$ cat config.mk
export PLATFORM = sky130hd
export DESIGN_NAME = biquad_df2t_filter_top
export DESIGN_NICKNAME = d
export VERILOG_FILES = /design/src/hw/rtl/bdf_pkg.sv /design/src/hw/rtl/bdf_sequencer.sv /design/src/hw/rtl/bdf_mul.sv /design/src/hw/rtl/bdf_datapath.sv /design/src/hw/rtl/biquad_df2t_filter_top.sv
export SDC_FILE = /design/constraint.sdc
export NUM_CORES = 2
export LEC_CHECK = 0
export BUFFER_PORTS_ARGS = -buffer_cell sky130_fd_sc_hd__buf_4
export CORE_MARGIN = 2
export CORE_UTILIZATION = 52
export CTS_CLUSTER_DIAMETER = 50
export DETAILED_ROUTE_END_ITERATION = 6
export GPL_TIMING_DRIVEN = 0
export PLACE_DENSITY = 0.67
export SKIP_LAST_GASP = 1
export SLEW_MARGIN = 20
export SYNTH_ARGS = -nofsm -noshare
export SYNTH_HDL_FRONTEND = slang
export SYNTH_HIERARCHICAL = 1
export SYNTH_SLANG_ARGS = --single-unit
$ cat constraint.sdc
create_clock -name clock -period 26.8 [get_ports clock]
set_input_delay 2.68 -clock clock [delete_from_list [all_inputs] [get_ports clock]]
set_output_delay 2.68 -clock clock [all_outputs]
set_load 0.01 [all_outputs]
$ cat src/hw/rtl/bdf_pkg.sv
// Shared types, constants and the microcode program of the biquad filter.
package bdf_pkg;

   localparam int SAMPLE_BITS_DEF = 24;
   localparam int COEF_BITS_DEF   = 32;
   localparam int STATE_BITS_DEF  = 40;

   localparam int CSR_IDX_BITS = 3;

   localparam int NUM_STEPS = 13;
   localparam int PC_BITS   = $clog2(NUM_STEPS);

   // Microcode addresses
   localparam logic [PC_BITS-1:0] STEP_IDLE     = PC_BITS'(0);
   localparam logic [PC_BITS-1:0] STEP_MUL_B0X  = PC_BITS'(1);
   localparam logic [PC_BITS-1:0] STEP_MUL_B1X  = PC_BITS'(2);
   localparam logic [PC_BITS-1:0] STEP_SUM_Y    = PC_BITS'(3);
   localparam logic [PC_BITS-1:0] STEP_WR_Y     = PC_BITS'(4);
   localparam logic [PC_BITS-1:0] STEP_MUL_A1LO = PC_BITS'(5);
   localparam logic [PC_BITS-1:0] STEP_MUL_A1HI = PC_BITS'(6);
   localparam logic [PC_BITS-1:0] STEP_MUL_B2X  = PC_BITS'(7);
   localparam logic [PC_BITS-1:0] STEP_SUB_A1Y  = PC_BITS'(8);
   localparam logic [PC_BITS-1:0] STEP_WR_S1    = PC_BITS'(9);
   localparam logic [PC_BITS-1:0] STEP_ADD_A2HI = PC_BITS'(10);
   localparam logic [PC_BITS-1:0] STEP_SUB_A2Y  = PC_BITS'(11);
   localparam logic [PC_BITS-1:0] STEP_FINISH   = PC_BITS'(12);

   typedef enum logic [CSR_IDX_BITS-1:0] {
      COEF_B0 = 3'd0,
      COEF_B1 = 3'd1,
      COEF_B2 = 3'd2,
      COEF_A1 = 3'd3,
      COEF_A2 = 3'd4
   } coef_sel_type;

   typedef enum logic [1:0] {
      COND_ALWAYS = 2'd0,
      COND_REQ    = 2'd1,
      COND_SLOT   = 2'd2
   } cond_type;

   typedef enum logic [1:0] {
      OPB_X   = 2'd0,
      OPB_YLO = 2'd1,
      OPB_YHI = 2'd2
   } opb_type;

   typedef enum logic [1:0] {
      PACC_HOLD   = 2'd0,
      PACC_LOAD   = 2'd1,
      PACC_ADD_HI = 2'd2
   } pacc_op_type;

   typedef enum logic [1:0] {
      BASE_SUM  = 2'd0,
      BASE_S1   = 2'd1,
      BASE_S2   = 2'd2,
      BASE_ZERO = 2'd3
   } base_type;

   typedef enum logic {
      RND_X = 1'b0,
      RND_Y = 1'b1
   } rnd_type;

   typedef enum logic [1:0] {
      WR_NONE = 2'd0,
      WR_Y    = 2'd1,
      WR_S1   = 2'd2,
      WR_S2   = 2'd3
   } wr_type;

   typedef struct packed {
      logic               take_req;
      cond_type           cond;
      logic               jump;
      logic [PC_BITS-1:0] target;
      logic               mul_en;
      coef_sel_type       coef_sel;
      opb_type            opb_sel;
      pacc_op_type        pacc_op;
      logic               sum_en;
      base_type           base_sel;
      logic               sum_sub;
      rnd_type            rnd_sel;
      wr_type             wr_sel;
      logic               out_load;
   } ucode_type;

   typedef struct packed {
      ucode_type cw;
      logic      accept;
      logic      out_fire;
   } ctrl_type;

   // Program ROM. The multiplier result is registered, so the product accumulator
   // picks up a product in the step after it is issued, and the sum in the step after that.
   function automatic ucode_type ucode_word(input logic [PC_BITS-1:0] addr);
      ucode_type w;
      w = '0;
      case (addr)
         STEP_IDLE: begin
            w.take_req = 1'b1;
            w.cond     = COND_REQ;
         end
         STEP_MUL_B0X: begin
            w.mul_en   = 1'b1;
            w.coef_sel = COEF_B0;
            w.opb_sel  = OPB_X;
         end
         STEP_MUL_B1X: begin
            w.pacc_op  = PACC_LOAD;
            w.mul_en   = 1'b1;
            w.coef_sel = COEF_B1;
            w.opb_sel  = OPB_X;
         end
         STEP_SUM_Y: begin
            w.sum_en   = 1'b1;
            w.base_sel = BASE_S1;
            w.rnd_sel  = RND_X;
            w.pacc_op  = PACC_LOAD;
         end
         STEP_WR_Y: begin
            w.wr_sel   = WR_Y;
            w.sum_en   = 1'b1;
            w.base_sel = BASE_S2;
            w.rnd_sel  = RND_X;
         end
         STEP_MUL_A1LO: begin
            w.mul_en   = 1'b1;
            w.coef_sel = COEF_A1;
            w.opb_sel  = OPB_YLO;
         end
         STEP_MUL_A1HI: begin
            w.pacc_op  = PACC_LOAD;
            w.mul_en   = 1'b1;
            w.coef_sel = COEF_A1;
            w.opb_sel  = OPB_YHI;
         end
         STEP_MUL_B2X: begin
            w.pacc_op  = PACC_ADD_HI;
            w.mul_en   = 1'b1;
            w.coef_sel = COEF_B2;
            w.opb_sel  = OPB_X;
         end
         STEP_SUB_A1Y: begin
            w.sum_en   = 1'b1;
            w.base_sel = BASE_SUM;
            w.sum_sub  = 1'b1;
            w.rnd_sel  = RND_Y;
            w.pacc_op  = PACC_LOAD;
            w.mul_en   = 1'b1;
            w.coef_sel = COEF_A2;
            w.opb_sel  = OPB_YLO;
         end
         STEP_WR_S1: begin
            w.wr_sel   = WR_S1;
            w.sum_en   = 1'b1;
            w.base_sel = BASE_ZERO;
            w.rnd_sel  = RND_X;
            w.pacc_op  = PACC_LOAD;
            w.mul_en   = 1'b1;
            w.coef_sel = COEF_A2;
            w.opb_sel  = OPB_YHI;
         end
         STEP_ADD_A2HI: begin
            w.pacc_op  = PACC_ADD_HI;
         end
         STEP_SUB_A2Y: begin
            w.sum_en   = 1'b1;
            w.base_sel = BASE_SUM;
            w.sum_sub  = 1'b1;
            w.rnd_sel  = RND_Y;
         end
         STEP_FINISH: begin
            w.wr_sel   = WR_S2;
            w.out_load = 1'b1;
            w.cond     = COND_SLOT;
            w.jump     = 1'b1;
            w.target   = STEP_IDLE;
         end
         default: begin
            w.jump   = 1'b1;
            w.target = STEP_IDLE;
         end
      endcase
      return w;
   endfunction

endpackage

$ cat src/hw/rtl/bdf_sequencer.sv
// Step counter and microcode fetch with conditional jumps.
module bdf_sequencer (
   input  logic               clock,
   input  logic               reset,
   input  logic               req_valid,
   input  logic               slot_free,
   output logic               req_ready,
   output bdf_pkg::ctrl_type  ctrl
);

   logic [bdf_pkg::PC_BITS-1:0] pc_ff;
   logic [bdf_pkg::PC_BITS-1:0] pc_in;
   bdf_pkg::ucode_type          cw;
   logic                        cond_ok;

   assign cw = bdf_pkg::ucode_word(pc_ff);

   always_comb begin
      case (cw.cond)
         bdf_pkg::COND_ALWAYS: cond_ok = 1'b1;
         bdf_pkg::COND_REQ:    cond_ok = req_valid;
         bdf_pkg::COND_SLOT:   cond_ok = slot_free;
         default:              cond_ok = 1'b0;
      endcase
   end

   always_comb begin
      pc_in = pc_ff;
      if (cond_ok) begin
         pc_in = cw.jump ? cw.target : pc_ff + {{(bdf_pkg::PC_BITS-1){1'b0}}, 1'b1};
      end
   end

   always_ff @(posedge clock) begin
      if (reset) begin
         pc_ff <= bdf_pkg::STEP_IDLE;
      end else begin
         pc_ff <= pc_in;
      end
   end

   assign req_ready     = cw.take_req;
   assign ctrl.cw       = cw;
   assign ctrl.accept   = cw.take_req & req_valid;
   assign ctrl.out_fire = cw.out_load & slot_free;

endmodule

$ cat src/hw/rtl/bdf_mul.sv
// Shared signed multiplier with a registered product.
module bdf_mul #(
   parameter int A_BITS = bdf_pkg::COEF_BITS_DEF,
   parameter int B_BITS = bdf_pkg::SAMPLE_BITS_DEF
) (
   input  logic                             clock,
   input  logic                             en,
   input  logic signed [A_BITS-1:0]         a,
   input  logic signed [B_BITS-1:0]         b,
   output logic signed [A_BITS+B_BITS-1:0]  product
);

   logic signed [A_BITS+B_BITS-1:0] product_ff;
   logic signed [A_BITS+B_BITS-1:0] product_in;

   assign product_in = a * b;

   always_ff @(posedge clock) begin
      if (en) begin
         product_ff <= product_in;
      end
   end

   assign product = product_ff;

endmodule

$ cat src/hw/rtl/bdf_datapath.sv
// Coefficient registers, state, product accumulator, rounding, saturation and result register.
module bdf_datapath #(
   parameter int SAMPLE_BITS = bdf_pkg::SAMPLE_BITS_DEF,
   parameter int COEF_BITS   = bdf_pkg::COEF_BITS_DEF,
   parameter int STATE_BITS  = bdf_pkg::STATE_BITS_DEF
) (
   input  logic                                clock,
   input  logic                                reset,
   input  bdf_pkg::ctrl_type                   ctrl,
   input  logic signed [SAMPLE_BITS-1:0]       req_sample_in,
   input  logic                                req_restart,
   input  logic                                csr_we,
   input  logic [bdf_pkg::CSR_IDX_BITS-1:0]    csr_index,
   input  logic [COEF_BITS-1:0]                csr_wdata,
   input  logic                                rsp_ready,
   output logic                                rsp_valid,
   output logic signed [SAMPLE_BITS-1:0]       rsp_sample_out,
   output logic                                rsp_clipped,
   output logic                                slot_free
);

   localparam int SAMPLE_FRAC = SAMPLE_BITS - 1;
   localparam int COEF_FRAC   = COEF_BITS - 4;
   localparam int STATE_FRAC  = STATE_BITS - 9;
   localparam int XSH         = COEF_FRAC + SAMPLE_FRAC - STATE_FRAC;
   localparam int YSH         = COEF_FRAC;
   localparam int OSH         = STATE_FRAC - SAMPLE_FRAC;
   localparam int HALF        = STATE_BITS / 2;
   localparam int MB0         = (SAMPLE_BITS > HALF + 1) ? SAMPLE_BITS : HALF + 1;
   localparam int MB          = (MB0 > STATE_BITS - HALF) ? MB0 : STATE_BITS - HALF;
   localparam int PROD_BITS   = COEF_BITS + MB;
   localparam int PW          = COEF_BITS + STATE_BITS;
   // sums reach b*x - a*y + s, below 2^(STATE_BITS+3)
   localparam int SW          = STATE_BITS + 4;
   localparam int RW          = STATE_BITS + 1 + ((OSH < 0) ? -OSH : 0);
   localparam int NUM_COEF    = int'(bdf_pkg::COEF_A2) + 1;

   localparam logic [COEF_BITS-1:0] B0_RESET = COEF_BITS'(1) << COEF_FRAC;
   localparam logic signed [STATE_BITS-1:0] STATE_MAX = {1'b0, {(STATE_BITS-1){1'b1}}};
   localparam logic signed [STATE_BITS-1:0] STATE_MIN = {1'b1, {(STATE_BITS-1){1'b0}}};
   localparam logic signed [SAMPLE_BITS-1:0] SAMPLE_MAX = {1'b0, {(SAMPLE_BITS-1){1'b1}}};
   localparam logic signed [SAMPLE_BITS-1:0] SAMPLE_MIN = {1'b1, {(SAMPLE_BITS-1){1'b0}}};

   logic [COEF_BITS-1:0]          coef_ff [NUM_COEF];
   logic signed [SAMPLE_BITS-1:0] x_ff;
   logic signed [STATE_BITS-1:0]  y_ff, y_in;
   logic signed [STATE_BITS-1:0]  s1_ff, s1_in;
   logic signed [STATE_BITS-1:0]  s2_ff, s2_in;
   logic signed [PW-1:0]          pacc_ff, pacc_in;
   logic signed [SW-1:0]          sum_ff, sum_in;
   logic                          clip_ff, clip_in;
   logic                          rsp_valid_ff, rsp_valid_in;
   logic signed [SAMPLE_BITS-1:0] rsp_sample_ff;
   logic                          rsp_clip_ff;

   logic signed [COEF_BITS-1:0]   mul_a;
   logic signed [MB-1:0]          mul_b;
   logic signed [PROD_BITS-1:0]   product;

   logic signed [PW-1:0]          rx_full, ry_full, ry_sum;
   logic signed [SW-1:0]          rnd_val, base_val;
   logic [SW-STATE_BITS:0]        sum_top;
   logic                          state_sat_flag;
   logic signed [STATE_BITS-1:0]  state_sat;
   logic signed [RW-1:0]          ro_full;
   logic [RW-SAMPLE_BITS:0]       ro_top;
   logic                          out_sat_flag;
   logic signed [SAMPLE_BITS-1:0] out_sat;

   // Configuration; indexes past the last coefficient are dropped
   always_ff @(posedge clock) begin
      if (reset) begin
         coef_ff[bdf_pkg::COEF_B0] <= B0_RESET;
         coef_ff[bdf_pkg::COEF_B1] <= '0;
         coef_ff[bdf_pkg::COEF_B2] <= '0;
         coef_ff[bdf_pkg::COEF_A1] <= '0;
         coef_ff[bdf_pkg::COEF_A2] <= '0;
      end else if (csr_we && (csr_index <= bdf_pkg::COEF_A2)) begin
         coef_ff[csr_index] <= csr_wdata;
      end
   end

   // Multiplier operands: y goes in as an unsigned low half and a signed high half
   assign mul_a = $signed(coef_ff[ctrl.cw.coef_sel]);

   always_comb begin
      case (ctrl.cw.opb_sel)
         bdf_pkg::OPB_X:   mul_b = MB'(x_ff);
         bdf_pkg::OPB_YLO: mul_b = $signed({{(MB-HALF){1'b0}}, y_ff[HALF-1:0]});
         bdf_pkg::OPB_YHI: mul_b = MB'($signed(y_ff[STATE_BITS-1:HALF]));
         default:          mul_b = '0;
      endcase
   end

   bdf_mul #(
      .A_BITS (COEF_BITS),
      .B_BITS (MB)
   ) u_mul (
      .clock   (clock),
      .en      (ctrl.cw.mul_en),
      .a       (mul_a),
      .b       (mul_b),
      .product (product)
   );

   always_comb begin
      case (ctrl.cw.pacc_op)
         bdf_pkg::PACC_HOLD:   pacc_in = pacc_ff;
         bdf_pkg::PACC_LOAD:   pacc_in = PW'(product);
         bdf_pkg::PACC_ADD_HI: pacc_in = pacc_ff + (PW'(product) <<< HALF);
         default:              pacc_in = pacc_ff;
      endcase
   end

   // Round to nearest, ties away from zero: add half, less one when negative, then shift
   generate
      if (XSH > 0) begin : g_xround
         localparam logic signed [PW-1:0] XHALF = PW'(1) << (XSH - 1);
         logic signed [PW-1:0] rx_sum;
         assign rx_sum  = pacc_ff + XHALF - $signed({{(PW-1){1'b0}}, pacc_ff[PW-1]});
         assign rx_full = rx_sum >>> XSH;
      end else begin : g_xshift
         assign rx_full = pacc_ff <<< (-XSH);
      end
   endgenerate

   localparam logic signed [PW-1:0] YHALF = PW'(1) << (YSH - 1);
   assign ry_sum  = pacc_ff + YHALF - $signed({{(PW-1){1'b0}}, pacc_ff[PW-1]});
   assign ry_full = ry_sum >>> YSH;

   assign rnd_val = (ctrl.cw.rnd_sel == bdf_pkg::RND_X) ? $signed(rx_full[SW-1:0])
                                                        : $signed(ry_full[SW-1:0]);

   always_comb begin
      case (ctrl.cw.base_sel)
         bdf_pkg::BASE_SUM:  base_val = sum_ff;
         bdf_pkg::BASE_S1:   base_val = SW'(s1_ff);
         bdf_pkg::BASE_S2:   base_val = SW'(s2_ff);
         bdf_pkg::BASE_ZERO: base_val = '0;
         default:            base_val = '0;
      endcase
   end

   always_comb begin
      sum_in = sum_ff;
      if (ctrl.cw.sum_en) begin
         sum_in = ctrl.cw.sum_sub ? base_val - rnd_val : base_val + rnd_val;
      end
   end

   // Saturate the running sum to the state width
   assign sum_top        = sum_ff[SW-1:STATE_BITS-1];
   assign state_sat_flag = !((&sum_top) || !(|sum_top));
   assign state_sat      = state_sat_flag ? (sum_ff[SW-1] ? STATE_MIN : STATE_MAX)
                                          : sum_ff[STATE_BITS-1:0];

   // Output conversion of y to the sample format
   generate
      if (OSH > 0) begin : g_oround
         localparam logic signed [RW-1:0] OHALF = RW'(1) << (OSH - 1);
         logic signed [RW-1:0] ro_sum;
         assign ro_sum  = RW'(y_ff) + OHALF - $signed({{(RW-1){1'b0}}, y_ff[STATE_BITS-1]});
         assign ro_full = ro_sum >>> OSH;
      end else begin : g_oshift
         assign ro_full = RW'(y_ff) <<< (-OSH);
      end
   endgenerate

   assign ro_top       = ro_full[RW-1:SAMPLE_BITS-1];
   assign out_sat_flag = !((&ro_top) || !(|ro_top));
   assign out_sat      = out_sat_flag ? (ro_full[RW-1] ? SAMPLE_MIN : SAMPLE_MAX)
                                      : ro_full[SAMPLE_BITS-1:0];

   always_comb begin
      y_in    = y_ff;
      s1_in   = s1_ff;
      s2_in   = s2_ff;
      clip_in = clip_ff;
      if (ctrl.accept) begin
         clip_in = 1'b0;
         if (req_restart) begin
            s1_in = '0;
            s2_in = '0;
         end
      end
      case (ctrl.cw.wr_sel)
         bdf_pkg::WR_NONE: ;
         bdf_pkg::WR_Y:    y_in  = state_sat;
         bdf_pkg::WR_S1:   s1_in = state_sat;
         bdf_pkg::WR_S2:   s2_in = state_sat;
         default:          ;
      endcase
      if ((ctrl.cw.wr_sel != bdf_pkg::WR_NONE) && state_sat_flag) begin
         clip_in = 1'b1;
      end
   end

   // Result register frees the sequencer while the transaction waits
   assign slot_free = !rsp_valid_ff || rsp_ready;

   always_comb begin
      rsp_valid_in = rsp_valid_ff;
      if (ctrl.out_fire) begin
         rsp_valid_in = 1'b1;
      end else if (rsp_ready) begin
         rsp_valid_in = 1'b0;
      end
   end

   always_ff @(posedge clock) begin
      if (reset) begin
         s1_ff        <= '0;
         s2_ff        <= '0;
         clip_ff      <= 1'b0;
         rsp_valid_ff <= 1'b0;
      end else begin
         s1_ff        <= s1_in;
         s2_ff        <= s2_in;
         clip_ff      <= clip_in;
         rsp_valid_ff <= rsp_valid_in;
      end
   end

   always_ff @(posedge clock) begin
      if (ctrl.accept) begin
         x_ff <= req_sample_in;
      end
      y_ff    <= y_in;
      pacc_ff <= pacc_in;
      sum_ff  <= sum_in;
      if (ctrl.out_fire) begin
         rsp_sample_ff <= out_sat;
         // s2 is saturated in this same step
         rsp_clip_ff   <= clip_ff | state_sat_flag | out_sat_flag;
      end
   end

   assign rsp_valid      = rsp_valid_ff;
   assign rsp_sample_out = rsp_sample_ff;
   assign rsp_clipped    = rsp_clip_ff;

endmodule

$ cat src/hw/rtl/biquad_df2t_filter_top.sv
// Top level of the transposed direct form II biquad filter.
// One sample is accepted per pass, none while a pass runs: an idle step that takes the
// transaction, then a 12-step microcode program that issues seven products (b0*x, b1*x,
// b2*x and a1*y, a2*y, each of the latter in two halves) through one shared registered
// multiplier, accumulates them, and saturates y, s1 and s2. The result sits in an output
// register, so the next sample is taken while the previous result waits; the program holds
// on its last step only if that register is still full. Coefficients are signed Q4.28,
// written through the csr port; the user must write them only while the filter is idle,
// which the block does not enforce. Writes to indexes past a2 are ignored. req_restart
// clears both state words before its sample is filtered. rsp_clipped reports saturation
// of y, either state word or the output sample.
module biquad_df2t_filter_top #(
   parameter int SAMPLE_BITS = bdf_pkg::SAMPLE_BITS_DEF,
   parameter int COEF_BITS   = bdf_pkg::COEF_BITS_DEF,
   parameter int STATE_BITS  = bdf_pkg::STATE_BITS_DEF
) (
   input  logic                                clock,
   input  logic                                reset,
   input  logic                                req_valid,
   output logic                                req_ready,
   input  logic signed [SAMPLE_BITS-1:0]       req_sample_in,
   input  logic                                req_restart,
   output logic                                rsp_valid,
   input  logic                                rsp_ready,
   output logic signed [SAMPLE_BITS-1:0]       rsp_sample_out,
   output logic                                rsp_clipped,
   input  logic                                csr_we,
   input  logic [bdf_pkg::CSR_IDX_BITS-1:0]    csr_index,
   input  logic [COEF_BITS-1:0]                csr_wdata
);

   bdf_pkg::ctrl_type ctrl;
   logic              slot_free;

   bdf_sequencer u_sequencer (
      .clock     (clock),
      .reset     (reset),
      .req_valid (req_valid),
      .slot_free (slot_free),
      .req_ready (req_ready),
      .ctrl      (ctrl)
   );

   bdf_datapath #(
      .SAMPLE_BITS (SAMPLE_BITS),
      .COEF_BITS   (COEF_BITS),
      .STATE_BITS  (STATE_BITS)
   ) u_datapath (
      .clock          (clock),
      .reset          (reset),
      .ctrl           (ctrl),
      .req_sample_in  (req_sample_in),
      .req_restart    (req_restart),
      .csr_we         (csr_we),
      .csr_index      (csr_index),
      .csr_wdata      (csr_wdata),
      .rsp_ready      (rsp_ready),
      .rsp_valid      (rsp_valid),
      .rsp_sample_out (rsp_sample_out),
      .rsp_clipped    (rsp_clipped),
      .slot_free      (slot_free)
   );

endmodule

# Yosys cells after proc, flatten, opt, wreduce, memory -nomap -nowiden
# Memory sizes are Yosys's and may differ from the RTL's.
# Index checks and enable logic that the tools add are counted.
dict set report word_totals {
  out_inout_bits 27
  register_bits 347
  mem_bits_ro 0
  latchBits 0
  mem_bits_rw 160
  memories 1
}
dict set report op_classes {
  div_mod_pow 0
  n_eq_ne 24
  reduce_logical 33
  multipliers 1
  shifts 0
  order_cmp 1
  add_sub_neg 10
  mux 36
  bitwise 4
}
# memory depth width rd rd_clocked_by_memory_dff write_ports line
set memory_table {}
lappend memory_table {u_datapath.coef_ff 5 32 1 0 5 bdf_datapath.sv:44} ;# logic [COEF_BITS-1:0] coef_ff [NUM_COEF];
# cell n
set op_table {}
lappend op_table {{$mux 40} 6}
lappend op_table {{$pmux 44 s4} 1}
lappend op_table {{$pmux 72 s2} 1}
lappend op_table {{$mux 44} 2}
lappend op_table {{$add 72x29->72 const B} 1}
lappend op_table {{$add 72x72->72} 1}
lappend op_table {{$pmux 24 s3} 1}
lappend op_table {{$sub 72x2->72} 1}
lappend op_table {{$add 64x21->64 const B} 1}
lappend op_table {{$sub 64x2->64} 1}
lappend op_table {{$mul 32x24->56} 1}
lappend op_table {{$mux 24} 2}
lappend op_table {{$add 44x44->44} 1}
lappend op_table {{$sub 44x44->44} 1}
lappend op_table {{$pmux 6 s7} 1}
lappend op_table {{$add 40x9->41 const B} 1}
lappend op_table {{$sub 41x2->41} 1}
lappend op_table {{$mux 32} 1}
lappend op_table {{$reduce_or 32->1} 1}
lappend op_table {{$eq 4x4->1 const B} 5}
lappend op_table {{$eq 4x3->1 const B} 4}
lappend op_table {{$reduce_bool 2->1} 8}
lappend op_table {{$eq 2x2->1 const B} 7}
lappend op_table {{$mux 1} 13}
lappend op_table {{other kinds (26)} 46}

# Longest topological paths before layout
dict set report logic_depth {
  word_depth 7
  ltp_mapped 37
  mapped_depth_nobuf 32
}

# Modules after synthesis
# Netlist, hierarchy kept.
# mod area_each_um2 instances cells_per_inst
set modules_own_cells {}
lappend modules_own_cells {bdf_datapath 36937.9 1 3673}
lappend modules_own_cells {bdf_mul 28996.6 1 3051}
lappend modules_own_cells {bdf_sequencer 540.5 1 76}

# Worst setup path after synthesis
# Ideal clock, no wire load.
dict set report synth_path {
  path_type {register to register}
  start {reg u_sequencer/pc_ff[0] (netlist name)}
  end {reg u_datapath.u_mul.product_ff[52], in the netlist u_datapath/u_mul/product[52], data pin}
  arrival_ns 9.019
  path_stages_with_launch 30
  period_less_slack_ns 9.284
  setup_time_ns 0.265
  t_required_ns 26.535
  slack_ns 17.516
  cell_sequence {dfxtp_1 > ha_1 > clkbuf_1 > a21oi_1 > nor2_1 > clkbuf_1 > buf_1 > mux4_2 > mux2_2 > clkbuf_1 > nand2_1 > inv_1 > fa_1 > fa_1 > inv_1 > fa_1 > inv_1 > fa_1 > fa_1 > fa_1 > fa_1 > ha_1 > a21o_1 > a21o_1 > a21o_1 > a21o_1 > a21o_1 > a21o_1 > a221oi_1 > nand3_1}
}
# item line
set synth_lines {}
lappend synth_lines {{start, declared} bdf_sequencer.sv:11} ;# logic [bdf_pkg::PC_BITS-1:0] pc_ff;
lappend synth_lines {{start signal, assigned} bdf_sequencer.sv:36} ;# pc_ff <= bdf_pkg::STEP_IDLE;
lappend synth_lines {{start signal, assigned} bdf_sequencer.sv:38} ;# pc_ff <= pc_in;
lappend synth_lines {{end signal, assigned} bdf_mul.sv:20} ;# product_ff <= product_in;
lappend synth_lines {{end, declared} bdf_mul.sv:13} ;# logic signed [A_BITS+B_BITS-1:0] product_ff;

==> results.cfg <==
[outcome]
outcome = completed

[setup_path]
worstPathArrival_ps = 12430
cp-endpoint = u_datapath/u_mul/product[55]
slowest_stage = buf_1
crit_required_ps = 27200
crit_path_max_fanout = 10
rrSetupSlack_ps = 14770
r2r_start = u_sequencer/pc_ff[0]
cp-end-kind = flop
crit_top_cell = fa_1
reg2regPathDepth = 31
cp-start-kind = flop
crit_start = u_sequencer/pc_ff[0]
r2r_end = u_datapath/u_mul/product[55]
worstSetupPathType = flop to flop
slowest_delay_ps = 810

[grt]
grt_pass1_wl_um = 332000
grt_pass1_vias = 52900
grt_overflow = 0
antenna_found_initial = 12
grt_usage_pct = 34.1
grt_max_degree = 53

[clock_tree]
ctsRootBufferMaster = clkbuf_16
postCtsSetupRepairBufs = 0
clockBufferDepth = 3
path_clk_slew_ps = 60
clock_latency_ps = 660
numCtsBuffers = 77
cts_hold_buf = 0
cts.sinks = 603
h-tree-depth = 3
cts-resized-gates = 0
cts_tree = yes

[detailed_routing]
final_antenna_net_count = 0
drt_first_iter_violations = 5226
via_count = 52700
wire_per_inst_um = 25.4
drc = 0
avgViaCountPerCell = 5.98
dr.pass1.iters = 6
drt_wl_total_um = 224000

[placement]
postPlaceCellArea_um2 = 69900
place_congestion = 1.03
place_hpwl_um = 180000
io_buffer_count = 91

[yosys]
syn-mean-instance-area_um2 = 9.78
syn_inst = 6792
syn_area_um2 = 66400
yosysWarnings = 6

[floorplan]
core_um2 = 127000
initial_core_util_pct = 52.2
die_h_um = 361
dieArea_um2 = 131000
fp.dieW_um = 361
rows = 131
io_pins = 92

[sta]
worst_pin_slew_ps = 1290
period_minus_slack_ps = 12030
clock.fmax_ghz = 0.0831
setup_violations = 0
hold_viol = 0
drv_slew = 0
skew_ps = 32.9
slew_headroom_pct = 13.8
period_share_pct = 44.9
finalSetupTns_ps = 0
rsz0062_at_grt = false

[finish]
syn_to_final_growth_pct = 9.13
register_area_um2 = 17200
drive_gt1_share_pct = 6.65
final_cell_area_um2 = 72500
fin_nets = 8294
fillers = 11300
multi_input_area_um2 = 44700

[run]
cap_viol_max_count = 0

[min_path]
hold_class = flop to flop
## worst max-delay path: cells and delay by family (launching register included)
family,cells,cell delay [ps]
mux,2,1050
flops,1,430
buf+inv,8,2510
compound gates,8,2060
fa+ha+maj,9,4500
simple gates,4,1220
## worst min path at each step
stage | start | endpoint | slack, ps | depth (start not counted)
6_report | u_datapath/clip_ff | u_datapath/clip_ff | 490 | 2
5_1_grt | u_datapath/s1_ff[9] | u_datapath/s1_ff[9] | 520 | 2
4_1_cts | u_datapath/clip_ff | u_datapath/clip_ff | 480 | 2
3_5_place_dp | u_datapath/clip_ff | u_datapath/clip_ff | 470 | 2
3_3_place_gp | u_datapath/clip_ff | u_datapath/clip_ff | 460 | 2
2_1_floorplan | u_datapath/clip_ff | u_datapath/clip_ff | 450 | 2
## metrics by stage
| step | hold slack, ps | util (%) | setup slack (ps) | instances |
|---|---|---|---|---|
| CTS | 481 | 57.0 | 14800 | 8801 |
| floorplan | 447 | - | 17520 | 6887 |
| global route | 520 | 57.0 | 14310 | 8803 |
| global placement | 458 | 54.7 | 14400 | 8640 |
| detailed placement | 472 | 54.9 | 14850 | 8661 |
| finish | 487 | 57.0 | 14770 | 8806 |
## per-layer routing
layer | vias up | GRT usage (%) | part of all wire, %
met3 | 602 | 6.64 | 8.7
li1 | 23300 | - | -
met1 | 26300 | 44.8 | 40
met2 | 2539 | 54.4 | 45
met5 | - | 0 | 0.014
met4 | 4 | 16.6 | 5.8
## cell usage in the layout (no fill, tap or decap), types with 61 or more instances in the layout
cell type / instances
inv_1: 961
fa_1: 785
nand2_1: 643
and2_1: 553
edfxtp_1: 517
ha_1: 366
a21oi_1: 323
clkbuf_1: 311
nor2_1: 298
o21ai_0: 223
a21o_1: 192
xnor2_1: 173
buf_4: 108
xor2_1: 105
conb_1: 96
a22oi_1: 86
mux2i_1: 86
dfxtp_1: 86
clkbuf_16: 79
nor3_1: 68
mux2_2: 67
nor2b_1: 65
mux4_2: 64
nand4_1: 63
a31oi_1: 61
## cell type report
cell class	instances	share of cell area [%]
multi-input cells	4979	61.6
flip-flops and latches	603	23.8
inverters	962	4.99
well taps	1662	2.87
clock buffers	90	2.84
plain buffers	343	1.83
repair buffers	112	1.33
clock inverters	50	0.728
diodes	5	0.0173
## sequential cells by signal (all words and copies together) (netlist names)
register / flops
u_datapath/x_ff: 24
u_sequencer/pc_ff: 4
u_datapath/coef_ff: 256
u_datapath/u_mul/product: 56
u_datapath/clip_ff: 1
u_datapath/rsp_valid: 1
u_datapath/rsp_clipped: 1
u_datapath/pacc_ff: 72
u_datapath/s1_ff: 40
u_datapath/s2_ff: 40
u_datapath/sum_ff: 44
u_datapath/rsp_sample_out: 24
u_datapath/y_ff: 40
Power is not shown: default switching activity piles up to over one toggle a cycle in this logic, so the estimate is an artifact.
